### src/rtl/rax_pkg.sv
// ----------------------------------------------------------------------------
// rax_pkg
// Types, opcodes and constants for the R-type execute block.
// ----------------------------------------------------------------------------
`default_nettype none
package rax_pkg;
  localparam int unsigned NumRegs  = 32;
  localparam int unsigned XLen     = 64;
  localparam int unsigned IdxW     = 5;
  localparam logic [4:0]  LinkReg  = 5'd31;
  localparam logic [63:0] LinkOff  = 64'd8;

  typedef enum logic [4:0] {
    OP_ADD = 5'd0, OP_SUB = 5'd1, OP_MULT = 5'd2, OP_DIV = 5'd3, OP_MOD = 5'd4,
    OP_AND = 5'd5, OP_OR = 5'd6, OP_XOR = 5'd7, OP_NOR = 5'd8, OP_SLL = 5'd9,
    OP_SLLV = 5'd10, OP_SRL = 5'd11, OP_SRLV = 5'd12, OP_SRA = 5'd13,
    OP_SRAV = 5'd14, OP_SLT = 5'd15, OP_SLTU = 5'd16, OP_JR = 5'd17,
    OP_JALR = 5'd18, OP_LOAD = 5'd19
  } op_e;

  typedef struct packed {
    logic [4:0]  req_type;
    logic [4:0]  rs_index;
    logic [4:0]  rt_index;
    logic [4:0]  rd_index;
    logic [5:0]  shift_amount;
    logic [63:0] pc_value;
    logic [63:0] load_value;
  } req_t;

  typedef struct packed {
    logic [63:0] result_value;
    logic        reg_written;
    logic [4:0]  dest_index;
    logic        jump_taken;
    logic [63:0] next_pc;
    logic        div_zero;
  } rsp_t;

  // divider control between top and divide unit
  typedef struct packed {
    logic start;
    logic is_mod;
  } div_ctl_t;
endpackage
`default_nettype wire

### src/rtl/rax_div.sv
// ----------------------------------------------------------------------------
// rax_div
// Signed 64-bit divide/modulo, restoring, one quotient bit per cycle.
// ----------------------------------------------------------------------------
`default_nettype none
module rax_div (
  input  wire logic              clk_i,
  input  wire logic              rst_ni,
  input  wire rax_pkg::div_ctl_t ctl_i,
  input  wire logic [63:0]       a_i,
  input  wire logic [63:0]       b_i,
  output logic                   done_o,
  output logic [63:0]            res_o
);
  logic [6:0]  cnt_q;
  logic        busy_q, neg_q, mod_q;
  logic [63:0] quo_q, rem_q, den_q;
  logic [64:0] trial;
  logic [63:0] rem_sh;
  logic [63:0] fin;

  assign rem_sh = {rem_q[62:0], quo_q[63]};
  assign trial  = {1'b0, rem_sh} - {1'b0, den_q};
  assign fin    = mod_q ? rem_q : quo_q;
  assign res_o  = neg_q ? (64'd0 - fin) : fin;

  always_ff @(posedge clk_i or negedge rst_ni) begin
    if (!rst_ni) begin
      busy_q <= 1'b0;
      done_o <= 1'b0;
      cnt_q  <= '0;
    end else begin
      done_o <= 1'b0;
      if (ctl_i.start) begin
        busy_q <= 1'b1;
        cnt_q  <= 7'd64;
      end else if (busy_q) begin
        cnt_q <= cnt_q - 7'd1;
        if (cnt_q == 7'd1) begin
          busy_q <= 1'b0;
          done_o <= 1'b1;
        end
      end
    end
  end

  always_ff @(posedge clk_i) begin
    if (ctl_i.start) begin
      quo_q <= a_i[63] ? 64'd0 - a_i : a_i;
      den_q <= b_i[63] ? 64'd0 - b_i : b_i;
      rem_q <= '0;
      mod_q <= ctl_i.is_mod;
      neg_q <= ctl_i.is_mod ? a_i[63] : (a_i[63] ^ b_i[63]);
    end else if (busy_q) begin
      if (!trial[64]) begin
        rem_q <= trial[63:0];
        quo_q <= {quo_q[62:0], 1'b1};
      end else begin
        rem_q <= rem_sh;
        quo_q <= {quo_q[62:0], 1'b0};
      end
    end
  end
endmodule
`default_nettype wire

### config.mk
export PLATFORM = sky130hd
export DESIGN_NAME = rax_div
export DESIGN_NICKNAME = d
export VERILOG_FILES = /design/src/rtl/rax_pkg.sv /design/src/rtl/rax_div.sv
export SDC_FILE = /design/constraint.sdc
export NUM_CORES = 1
export LEC_CHECK = 0
export BUFFER_PORTS_ARGS = -buffer_cell sky130_fd_sc_hd__buf_2
export CORE_ASPECT_RATIO = 0.75
export CORE_MARGIN = 5
export CORE_UTILIZATION = 35
export DETAILED_ROUTE_END_ITERATION = 7
export SLEW_MARGIN = 15
export SYNTH_ARGS = -nofsm -noshare
export SYNTH_HDL_FRONTEND = slang
export SYNTH_SLANG_ARGS = --single-unit
### constraint.sdc
create_clock -name clk_i -period 16.5 [get_ports clk_i]
set_input_delay 2.475 -clock clk_i [delete_from_list [all_inputs] [get_ports clk_i]]
set_output_delay 2.475 -clock clk_i [all_outputs]
set_load 0.01 [all_outputs]
==> results.md, run 1 <==
- The netlist area before placement is 16900 sq um.
- The via count of the first global-routing pass is 14900.
- For this run, the leading register cell type out of synthesis is sky130_fd_sc_hd__edfxtp_1.
- The die is 264 um wide.
- The post-route netlist has 13.3% of its cells at a drive strength greater than 1.
- The cell total after placement is 2815.
- The clock reaches the later pin of the worst-skew pair after 0.53 ns.
- CTS built an H-tree with a depth of 1.
- The classification of the worst setup path is flip-flop to output pin.
- The global-route usage over all layers is 18.4%.
- For this design, the sink count on the clock tree is 203.
- Using the TritonRoute via totals, the vias-per-cell ratio works out to 5.47.
- Derived from the worst setup path, the maximum achievable clock frequency is 125 MHz.
- The measured slew at the worst slew-check pin is 1.04 ns.
- The longest clock path from root to sink contains 3 buffers.
- The number of antenna diodes in the final layout is 0.
- The combined area of the multi-input logic cells is 10800 sq um.
- After clock tree synthesis, the repair step resized 0 gates.
- The number of filler cells placed in the layout is 4877.
- The reported leakage power is 0.00752 uW.
- STA puts the critical path data required time at 14.03 ns.
- The number of max-capacitance violations reported is 0.
- The worst setup path is launched from a flip-flop.
- The wire-length estimate of the detail-placed layout is 40.9 mm.
- The number of non-filler instances in the completed layout is 2854.
- The internal power of the cells totals 1190 uW.
- Summed over all instances, the cell type with the most area after synthesis is sky130_fd_sc_hd__edfxtp_1.
- The worst pin sits at a relative slew slack of 30.7%.
- Summed over all layers, the routed wires come to 52.0 mm.
- The share of synthesized area occupied by flip-flops and latches is 32.0%.
- The count of final max-slew check failures came to 0.
- The clock network power share is 25.4%.
- The post-CTS setup-driven buffer insertion count is 0.
- The worst-case IR drop observed on VDD is 0.0647 mV.
- The total CTS buffers is 23.
- The largest net degree at the start of global routing is 172.
- After synthesis, the most frequently instantiated cells are 254 x sky130_fd_sc_hd__nand2_1, 219 x sky130_fd_sc_hd__nor2_1, 170 x sky130_fd_sc_hd__a21oi_1, 130 x sky130_fd_sc_hd__edfxtp_1, 128 x sky130_fd_sc_hd__xor2_1.
- By area the synthesized netlist is led by sky130_fd_sc_hd__edfxtp_1 23%, sky130_fd_sc_hd__dfxtp_1 7.6%, sky130_fd_sc_hd__xor2_1 6.6%.
- Before antenna repair, the detailed router went through 5 iterations.
- The number of cells on the worst reg-to-reg path is 15.
- The run finished with clean final reports.
- The count of warnings emitted by yosys is 0.
- The analysis attributes to net switching a power of 752 uW.
- The worst path needs 7.98 ns of the cycle, external delays included.
- The most common cell in the synthesized netlist is sky130_fd_sc_hd__nand2_1.
- The end-of-flow core utilization is 40.1%.
- Dividing the final minimum period by the clock period gives 48.4%.
- The first global-routing pass estimated 80.8 mm of wire.
- The floorplan row count is 69.
- The number of endpoints with negative hold slack in the final report is 0.
- After synthesis, the netlist uses 66 different library cells.
- Synthesis inferred 203 register bits.
- The worst hold path passes through 2 cells.
- The clock tree root driver cell is sky130_fd_sc_hd__clkbuf_16.
- The critical path data arrival time is 5.51 ns.
- The residual overflow from global routing is 0.
- The clock tree skew after final layout is 0.0145 ns.
- Setup repair after global routing left no endpoint under its margin.
- The cts-stage hold buffer count is 0.
- The post-CTS clock slew at the launch and capture registers of the worst setup and hold paths is 0.06 ns.
- Combinational cells account for 38.2% of the total power.
- The TritonCTS clock tree is built.
- In this run the worst hold path is classified as flip-flop to flip-flop.
- The post-synth net total is 2277.
- The async set-or-reset flop fraction in the synthesized netlist is 4.43%.
- The setup violation total in the final timing report is 0.
- The top cell type's share of synthesized area is 23.1%.
- The DRC marker count from the first detailed-route iteration is 1056.
- The starting utilization of the core area is 35.5%.
- The number of vias after detailed routing is 15600.
- The sequential share of power is 36.4%.
- The gate count after technology mapping is 2075.
- The power density over cell area is 102 nW/um^2.
- The number of synthesized flops with an enable pin is 130.
- For this run, the post-layout net count is 2403.
- Once detail routing completed, the nets flagged for antenna violations numbered 0.
- The die covers 52800 sq um.
- Summed over all failing endpoints, the final setup total negative slack is 0 ns.
- Net switching is 38.7% of the power.
- After detailed routing, the average wire length per cell comes to 18.2 um.
- 197 I/O pins were placed.
- In this run the mean area of a mapped cell was 8.15 sq um.
- Registers take 5410 sq um.
- Compared with the post-synthesis result, the final layout area differs by 12.9%.
- The core region is 47600 sq um.
- The port buffer count is 196.
- The largest driver fanout on the critical path is 63.
- The kind of end point of the critical path is an output pin.
- In this run the vertical extent of the chip is 200 um.
- The post-route DRC violation count is 0.
- The last weighted congestion value of the routability-driven placer is 0.891.
- The number of antenna violations at the first check in global routing came to 1.
-- worst max-delay path, cell delays in order, from the launching register on --
cell and delay, ns:
sky130_fd_sc_hd__edfxtp_1 0.32, sky130_fd_sc_hd__buf_4 0.55, sky130_fd_sc_hd__mux2i_1 0.46, sky130_fd_sc_hd__ha_1 0.28, sky130_fd_sc_hd__o21ai_0 0.17, sky130_fd_sc_hd__nor4b_1 0.82
sky130_fd_sc_hd__nand4b_1 0.24, sky130_fd_sc_hd__nor4_1 0.42, sky130_fd_sc_hd__nand4_1 0.22, sky130_fd_sc_hd__nand2b_1 0.26, sky130_fd_sc_hd__or3_1 0.50, sky130_fd_sc_hd__o41ai_1 0.40
sky130_fd_sc_hd__xnor2_1 0.17, sky130_fd_sc_hd__buf_2 0.15
-- final timing paths --
check | to | startpoint | slack (ns)
worst max-delay path | res_o[62] | mod_q$_DFFE_PP_ | 8.52
worst min-delay path | cnt_q[6]$_DFFE_PN0P_ | cnt_q[6]$_DFFE_PN0P_ | 0.52
worst max register to register | rem_q[3]$_SDFFE_PP0P_ | quo_q[63]$_DFFE_PP_ | 11.40
worst min register to register | cnt_q[6]$_DFFE_PN0P_ | cnt_q[6]$_DFFE_PN0P_ | 0.52
max in group asynchronous | busy_q$_DFF_PN0_ | rst_ni | 14.48
min in group asynchronous | done_o$_DFF_PN0_ | rst_ni | 1.80
-- area by class of cell --
type,count,share of cell area [%]
Clock buffer,30,3.26
Sequential cell,203,28.4
Clock inverter,9,0.380
Inverter,86,1.69
Tap cell,639,4.19
Timing Repair Buffer,208,5.72
Multi-Input combinational cell,1679,56.4
-- state kept, by name, summed over array words and instances, names as in the netlist --
name,flops
den_q,64
quo_q,64
rem_q,64
cnt_q,7
busy_q,1
done_o,1
mod_q,1
neg_q,1
-- layout by cell type, fill, tap and decap left out, types with 21 or more instances in the layout --
master	Yosys	final
sky130_fd_sc_hd__dfxtp_1	64	64
sky130_fd_sc_hd__mux2i_1	62	62
sky130_fd_sc_hd__or4_1	21	21
sky130_fd_sc_hd__nor3_1	54	54
sky130_fd_sc_hd__a21o_1	28	28
sky130_fd_sc_hd__o31ai_1	53	53
sky130_fd_sc_hd__nand2b_1	28	28
sky130_fd_sc_hd__nand4_1	25	25
sky130_fd_sc_hd__a21oi_1	170	170
sky130_fd_sc_hd__nand2_1	254	254
sky130_fd_sc_hd__edfxtp_1	130	130
sky130_fd_sc_hd__clkbuf_16	0	23
sky130_fd_sc_hd__xnor2_1	117	117
sky130_fd_sc_hd__inv_1	86	85
sky130_fd_sc_hd__a311oi_1	55	55
sky130_fd_sc_hd__o21ai_0	126	125
sky130_fd_sc_hd__xor2_1	128	128
sky130_fd_sc_hd__or3_1	32	32
sky130_fd_sc_hd__buf_2	12	195
sky130_fd_sc_hd__ha_1	69	69
sky130_fd_sc_hd__nand3_1	33	33
sky130_fd_sc_hd__nor2_1	219	219
-- power by group through the flow --
stage                     Clock (uW)  Combinational, uW  Sequential [uW]
final                            494                742              709
after global routing             531                821              718
after CTS                        511                744              710
after detailed placement           0                739              720
after global placement             0                735              718
after floorplan                    0                522              681
-- per-stage QoR --
| stage | total power, uW | hold slack (ns) | area, sq um | worst slack (ns) |
|---|---|---|---|---|
| after floorplan | 1200 | 0.478 | 16900 | 8.63 |
| after CTS | 1960 | 0.534 | 19100 | 8.56 |
| after global routing | 2070 | 0.566 | 19100 | 8.08 |
| after detailed placement | 1460 | 0.507 | 18400 | 9.18 |
| after global placement | 1450 | 0.500 | 18400 | 9.29 |
| final | 1940 | 0.523 | 19100 | 8.52 |
-- cells by family (layout without fill, tap and decap cells) --
logic type | count (synthesis) | in the layout | synth area share, %
and+or+nand+nor | 761 | 761 | 21.3
AOI/OAI and AO/OA | 525 | 525 | 19.6
xor gates and xnor gates | 245 | 245 | 12.7
DFF | 203 | 203 | 32.0
buffers and inverters | 193 | 333 | 4.42
muxes | 78 | 78 | 4.74
adders and majority gates | 70 | 70 | 5.23
-- metal layers --
metal	vias up	wire length [um]	GRT usage, %
met3	57	2320	2.18
met1	7450	22600	24.2
met2	335	26200	33.0
li1	7782	-	-
met4	0	909	3.18
met5	-	0	0
Note: power is estimated with default switching activity, not from simulation.
==> run 2, diff against run 1 <==
clock period = 6.83 ns   (was 16.5 ns; I/O delays follow)
==> run 2 against run 1 <==
Against the previous run:
- total power up 140%
- setup slack worse by 8.1 ns
- non-clock buffer count unchanged
- first-iteration DRC count up 4.5%
- flip-flop and latch count unchanged
- critical path type unchanged
- wire length up 0.27%
- critical endpoint is now res_o[39]
- utilization up 0.11 points
- worst hold slack worse by 0.19 ns
==> results.md, run 2 (synthesis gave the netlist of run 1 again) <==
- In this run the critical register-to-register path is captured at rem_q[6]$_SDFFE_PP0P_.
- The cell total after placement is 2815.
- The post-CTS setup-driven buffer insertion count is 0.
- Static timing analysis puts the maximum clock frequency at 155 MHz.
- The family with the most delay on the worst path is simple AND/OR/NAND/NOR gates.
- The number of antenna violations at the first check in global routing was 1.
- The die footprint is 52800 sq um.
- The clock latency on the worst-skew pair is 0.53 ns.
- At the pin with the least slew margin, the transition time is 1.09 ns.
- For the worst flop-to-flop path, the logic depth is 15.
- For this block, the initial DRC count from the detailed router was 1103.
- The final layout contains 2403 nets.
- The first global-routing pass estimated 81.0 mm of wire.
- Once the floorplan was initialized, standard cells occupied 35.5% of the core.
- The TritonCTS clock tree is built.
- The post-detailed-routing wire length is 52.1 mm.
- The width of the die is 264 um.
- The setup slack of the most critical reg-to-reg path is 1.66 ns.
- In the routed layout, each cell is associated on average with a via count of 5.44.
- The kind of path behind the tightest hold check is input pin to asynchronous set/reset pin.
- The total overflow left after global routing is 0.
- The largest net degree at the start of global routing is 179.
- In this design, the stage delay of the slowest critical-path cell is 0.69 ns.
- The critical path contains buffers and inverters numbering 2 combined.
- The number of resized instances in the post-cts repair step is 0.
- In the layout the commonest cells are 254 x sky130_fd_sc_hd__nand2_1, 219 x sky130_fd_sc_hd__nor2_1, 195 x sky130_fd_sc_hd__buf_2.
- In this run the core area contains 69 standard-cell rows.
- The HPWL reported at the end of detailed placement is 41.0 mm.
- Detailed routing inserted a total of 15500 vias.
- Prior to clock tree synthesis, the placed netlist has a worst setup slack of 0.990 ns.
- The part of the cycle the worst path needs is 94.6%.
- For this run, the detailed router's first-pass iteration total came to 5.
- Traced cell by cell, the critical path runs through buf_4 -> or3_1 -> a222oi_1 -> nand4b_1 -> or4_1 -> or2_1 -> nand3b_1 -> or3b_2 -> o31ai_1 -> xor2_1 -> buf_2.
- The run finished with clean final reports.
- The cell with the largest stage delay on the worst path is sky130_fd_sc_hd__a222oi_1.
- The number of sinks on the clock net is 203.
- The fraction of final layout cells with drive strength greater than 1 is 13.4%.
- The clock tree skew after final layout is 0.0125 ns.
- The critical path data arrival time is 5.43 ns.
- The combined area of the multi-input logic cells is 10800 sq um.
- The number of antenna-violating nets in the routed design is 0.
- The worst register-to-register path begins at quo_q[63]$_DFFE_PP_.
- In this run the number of H-tree levels came out at 1.
- The cts-stage hold buffer count is 0.
- The final worst-path setup slack is 0.371 ns.
- Dividing total power by cell area gives a power density of 248 nW/um^2.
- Input and output buffers added on the ports amount to 196.
- Setup repair after global routing left no endpoint under its margin.
- From synthesis to final layout, the design area changed by 13.2%.
- At the end of routability-driven placement, the weighted congestion stood at 0.867.
- Summing all flip-flop and latch instances after layout gives 5410 sq um.
- Setup total negative slack on the finished layout was measured at 0 ns.
- During I/O placement, the number of pins put on the boundary was 197.
- The clock tree root driver cell is sky130_fd_sc_hd__clkbuf_16.
- Leaving out fill and tap cells, the most frequent cell in the layout is sky130_fd_sc_hd__nand2_1.
- The total CTS buffers is 23.
- The number of non-filler instances in the completed layout is 2857.
- The data required time of the critical path is 5.81 ns.
- Global routing used 18.5% of the available tracks.
- The worst setup path is of the flip-flop to output pin kind.
- The die is 200 um tall.
- In the routed design, unresolved DRC markers number 0.
- The number of endpoints with negative hold slack in the final report is 0.
- The count of final max-slew check failures is 0.
- The largest driver fanout on the critical path is 17.
- The setup violation total in the final timing report is 0.
- The reported leakage power is 0.00754 uW.
- VDD sags by at most 0.179 mV.
- The longest clock path from root to sink contains 3 buffers.
- The via count of the first global-routing pass is 15000.
- The final critical delay including setup and external delays is 6.46 ns.
- Across the run, the number of max-cap violations was 0.
- Clock-pin slew was measured on the worst setup and hold paths at 0.06 ns.
- Hold timing on the final database bottoms out at a slack of 0.335 ns.
- In the final layout, the registers with the most flip-flops are den_q: 64 flops, quo_q: 64 flops, rem_q: 64 flops.
- The tightest slew margin relative to the limit is 27.6%.
- The startpoint kind of the worst setup timing path is a flip-flop.
- The design draws 4740 uW.
- The beginning of the critical path is mod_q$_DFFE_PP_.
- In the final routed layout, each cell accounts on average for 18.3 um.
- The number of filler cells placed in the layout is 4881.
- The kind of end point of the critical path is an output pin.
- The floorplan step defined a core boundary enclosing 47600 sq um.
==> run 2: changes by cell type in the layout (fill, tap and decap cells not counted), sizes merged <==
cell,change
bufinv,+1
clkbuf,-1
clkinv,+1
diode,+1
inv,+1
==> run 2: worst max path at each step <==
| stage | cells after the start | endpoint |
|---|---|---|
| 3_3_place_gp | 11 | res_o[39] |
| 3_5_place_dp | 11 | res_o[39] |
| 2_1_floorplan | 22 | res_o[62] |
| 4_1_cts | 11 | res_o[39] |
| 5_1_grt | 11 | res_o[39] |
| 6_report | 11 | res_o[39] |
==> run 2: stage by stage <==
step	utilization [%]	cell area [sq um]
2_1_floorplan	-	16900
3_3_place_gp	38.7	18400
3_5_place_dp	38.7	18400
4_1_cts	40.2	19100
5_1_grt	40.2	19100
6_report	40.2	19100
==> run 2: area by class of cell <==
class                           count  area share, %
Multi-Input combinational cell   1679           56.2
Sequential cell                   203           28.3
Timing Repair Buffer              208           5.71
Tap cell                          639           4.18
Clock buffer                       29           3.23
Inverter                           86           1.69
Clock inverter                     12          0.647
Antenna cell                        1         0.0131
==> run 2: per-layer routing <==
metal  global-route usage (%)  vias to the layer above  routed length, um
li1                         -                     7765                  -
met1                     24.6                     7390              23000
met2                     32.9                      322              26200
met3                     2.16                       53               2090
met4                     2.99                        0                871
met5                        0                        -                  0
==> run 2: where the power goes <==
| part | total (uW) | internal, uW | switching [uW] |
|---|---|---|---|
| combinational | 1790 | 697 | 1090 |
| clock | 1250 | 718 | 527 |
| sequential | 1710 | 1510 | 206 |
| total | 4740 | 2920 | 1820 |
==> run 3, diff against run 2 <==
ABC_AREA = 1   (was not set)
REMOVE_ABC_BUFFERS = 1   (was not set)
==> run 3 against run 2 <==
Against the previous run:
- first-iteration DRC count rose to 2.9 times the previous value
- die area grew 30%
- clock power is essentially flat
- area after synthesis grew 31%
- wire length rose by 79%
- setup slack gained 1.2 ns
- fmax rose by 24%
- utilization shrank 1.3 points
- largest cell class unchanged
==> results.md, run 3 <==
- The initial utilization of the core area, before any placement, comes to 35.1%.
- The cts-stage hold buffer count is 0.
- The final sum of negative setup slack is 0 ns.
- The count of different cell masters after synthesis is 51.
- The critical path data arrival time is 4.20 ns.
- The pre-CTS setup slack is 2.38 ns.
- The vertical die dimension is 228 um.
- After detailed routing, the number of vias per cell comes to 5.10.
- Synthesis produced a netlist whose cell count is 3801.
- The largest net degree at the start of global routing is 73.
- The first global-routing pass estimated 136 mm of wire.
- At the worst endpoint, the required time is 5.81 ns.
- The run finished with clean final reports.
- The measured slew at the worst slew-check pin is 1.06 ns.
- Clock-pin slew was measured on the worst setup and hold paths at 0.07 ns.
- The share of synthesized area occupied by flip-flops and latches is 24.4%.
- The synthesized netlist occupies a cell area of 22200 sq um.
- The detail route stage leaves a number of antenna-violating nets equal to 0.
- The placed instances occupy a cell area of 23900 sq um.
- The count of final max-slew check failures is 0.
- The last weighted congestion value of the routability-driven placer is 1.05.
- For this block, the initial DRC count from the detailed router was 3237.
- The power density over cell area is 161 nW/um^2.
- The via count of the first global-routing pass is 21900.
- Once detailed placement completed, the half-perimeter wirelength came to 78.1 mm.
- The cell sitting at the root of the clock tree is a sky130_fd_sc_hd__clkbuf_16.
- Summed over all cells, the static leakage comes to 0.0128 uW.
- The final worst-path setup slack is 1.61 ns.
- Global routing used 25.9% of the available tracks.
- Among all flip-flop cells after synthesis, the most frequent one is sky130_fd_sc_hd__edfxtp_1.
- The final critical path takes up 76.5% of the cycle.
- The clock arrives with 0.0160 ns of skew.
- Detailed routing inserted a total of 24600 vias.
- The number of max-capacitance violations reported is 0.
- The floorplan step defined a core boundary enclosing 63300 sq um.
- In this run the mean area of a mapped cell was 5.84 sq um.
- The top cell type's share of synthesized area is 22.1%.
- The worst ir drop on vdd is 0.184 mV.
- The die covers 68600 sq um.
- The routed wirelength normalized by instance count is 19.4 um.
- The longest clock path from root to sink contains 3 buffers.
- For the worst-skew pair, the clock arrives at the later sink with an insertion delay of 0.56 ns.
- The area growth from synthesis to layout is 10.9%.
- Global routing finished with a remaining overflow of 0.
- The number of endpoints with negative hold slack in the final report is 0.
- The number of H-tree branching levels is 1.
- The worst pin sits at a relative slew slack of 28.6%.
- The kind of path behind the tightest hold check is input pin to asynchronous set/reset pin.
- The commonest cells after synthesis are 1305 x sky130_fd_sc_hd__nand2_1, 698 x sky130_fd_sc_hd__inv_1, 397 x sky130_fd_sc_hd__nor2_1, 314 x sky130_fd_sc_hd__nand3_1, 145 x sky130_fd_sc_hd__o21ai_0.
- Port buffering added 196 buffers.
- The final critical delay including setup and external delays is 5.22 ns.
- In the synthesized netlist the async set-or-reset flop fraction comes to 4.43%.
- The largest registers in the layout are den_q: 64 flops, quo_q: 64 flops, rem_q: 64 flops.
- Setup repair after global routing left no endpoint under its margin.
- The post-synthesis register bit count is 203.
- Ranked by total cell area, the synthesized netlist is headed by sky130_fd_sc_hd__nand2_1 22%, sky130_fd_sc_hd__edfxtp_1 18%, sky130_fd_sc_hd__inv_1 12%.
- The library cells used most frequently in the layout, excluding fill and tap cells, are 1303 x sky130_fd_sc_hd__nand2_1, 696 x sky130_fd_sc_hd__inv_1, 395 x sky130_fd_sc_hd__nor2_1.
- During I/O placement, the number of pins put on the boundary was 197.
- The fraction of final layout cells with drive strength greater than 1 is 9.23%.
- The post-detailed-routing wire length is 93.5 mm.
- Once the clock tree was built, the setup fixing pass inserted 0 buffers.
- The number of sinks on the clock net is 203.
- TritonCTS built the clock tree.
- The most common cell after layout, fill and taps aside is sky130_fd_sc_hd__nand2_1.
- The count of warnings emitted by yosys is 0.
- In the final design database the tool counted 4151 nets.
- STA classifies the critical path endpoint as an output pin.
- The startpoint kind of the worst setup timing path is a flip-flop.
- The first TritonRoute pass finished after 6 iterations.
- The critical path in this run is classified as flip-flop to output pin.
- The total CTS buffers is 23.
- The number of synthesized flops with an enable pin is 130.
- After clock tree synthesis, the repair step resized 0 gates.
- Setup violations remaining at the end of the flow were counted as 0.
- Measured along the x axis, the die boundary spans 301 um.
- The post-route DRC violation count is 0.
- Of all cell types, the one taking the most synthesized area is sky130_fd_sc_hd__nand2_1.
- The number of antenna violations at the first check in global routing is 7.
- By instance count, the leading cell after synthesis is sky130_fd_sc_hd__nand2_1.
- Of all nets on the critical path, the largest fanout is 44.
- The timing-limited maximum frequency is 191 MHz.
- The initialized floorplan defines 80 standard-cell rows.
- With fillers left out, the area of the finished cells amounts to 24600 sq um.
==> run 3: changes by cell type after synthesis, moves of 48 or more <==
cell,delta
sky130_fd_sc_hd__xnor2_1,-73
sky130_fd_sc_hd__inv_1,+612
sky130_fd_sc_hd__a21oi_1,-103
sky130_fd_sc_hd__o31ai_1,-49
sky130_fd_sc_hd__nand3_1,+281
sky130_fd_sc_hd__mux2i_1,-62
sky130_fd_sc_hd__nand4_1,+48
sky130_fd_sc_hd__nand2_1,+1051
sky130_fd_sc_hd__nor2_1,+178
sky130_fd_sc_hd__a311oi_1,-55
==> run 3: worst max-delay path, cell delays in order (launching register included) <==
cell	delay, ns
sky130_fd_sc_hd__edfxtp_1	0.37
sky130_fd_sc_hd__buf_4	0.30
sky130_fd_sc_hd__inv_2	0.32
sky130_fd_sc_hd__buf_4	0.47
sky130_fd_sc_hd__o21ai_0	0.25
sky130_fd_sc_hd__nor2_1	0.20
sky130_fd_sc_hd__nand2_1	0.18
sky130_fd_sc_hd__nor2_1	0.30
sky130_fd_sc_hd__nand3_1	0.19
sky130_fd_sc_hd__nand2_1	0.14
sky130_fd_sc_hd__o21ai_0	0.11
sky130_fd_sc_hd__xor2_1	0.51
sky130_fd_sc_hd__buf_2	0.24
==> run 3: cell families (layout without fill, tap and decap cells) <==
logic type	Yosys count	in the layout	synth area share [%]
simple gates	2250	2250	43.0
xor+xnor	169	169	6.67
buf+inv	806	970	14.4
compound gates	303	303	7.56
fa+ha+maj	70	70	3.98
flops	203	203	24.4
other cells	0	2	0
==> run 3: per-stage QoR <==
step	total power, uW	hold slack (ns)	utilization (%)	std cells
final	3970	0.309	38.9	4828
after CTS	3960	0.287	38.9	4826
after floorplan	2210	0.421	-	3709
after global routing	4150	0.302	38.9	4826
after global placement	2740	0.466	37.8	4785
after detailed placement	2740	0.455	37.8	4785
==> run 3: metal layers <==
metal	vias to the layer above	routed length (um)	track usage, %
met5	-	17	0
met4	2	2050	4.67
met3	101	11200	7.07
met2	1231	35700	35.3
met1	11200	44500	40.6
li1	12100	-	-
==> run 3: final cells by class <==
type / instances / area, sq um
Inverter: 714 / 2680
Antenna cell: 2 / 5.00
Multi-Input combinational cell: 2792 / 13600
Timing Repair Buffer: 215 / 1130
Sequential cell: 203 / 5410
Tap cell: 861 / 1080
Fill cell: 7162 / 38600
Clock inverter: 13 / 101
Clock buffer: 28 / 614
==> run 3: path summary, 6_finish.rpt <==
kind	endpoint	slack [ns]	depth (start not counted)	startpoint
max	res_o[27]	1.61	12	mod_q$_DFFE_PP_
min	cnt_q[6]$_DFFE_PN0P_	0.31	1	rst_ni
max reg2reg	rem_q[45]$_SDFFE_PP0P_	3.18	17	den_q[0]$_DFFE_PP_
min reg2reg	rem_q[63]$_SDFFE_PP0P_	0.47	2	rem_q[63]$_SDFFE_PP0P_
max in group asynchronous	cnt_q[5]$_DFFE_PN0P_	6.33	1	rst_ni
min in group clk_i	rem_q[63]$_SDFFE_PP0P_	0.47	2	rem_q[63]$_SDFFE_PP0P_
==> run 3: power breakdown <==
part / switching (uW) / leakage [uW] / internal, uW / total, uW
combinational: 896 / 0.0105 / 362 / 1260
sequential: 64.4 / 0.00197 / 1430 / 1490
clock: 574 / 0.000346 / 652 / 1230
total: 1530 / 0.0128 / 2440 / 3970
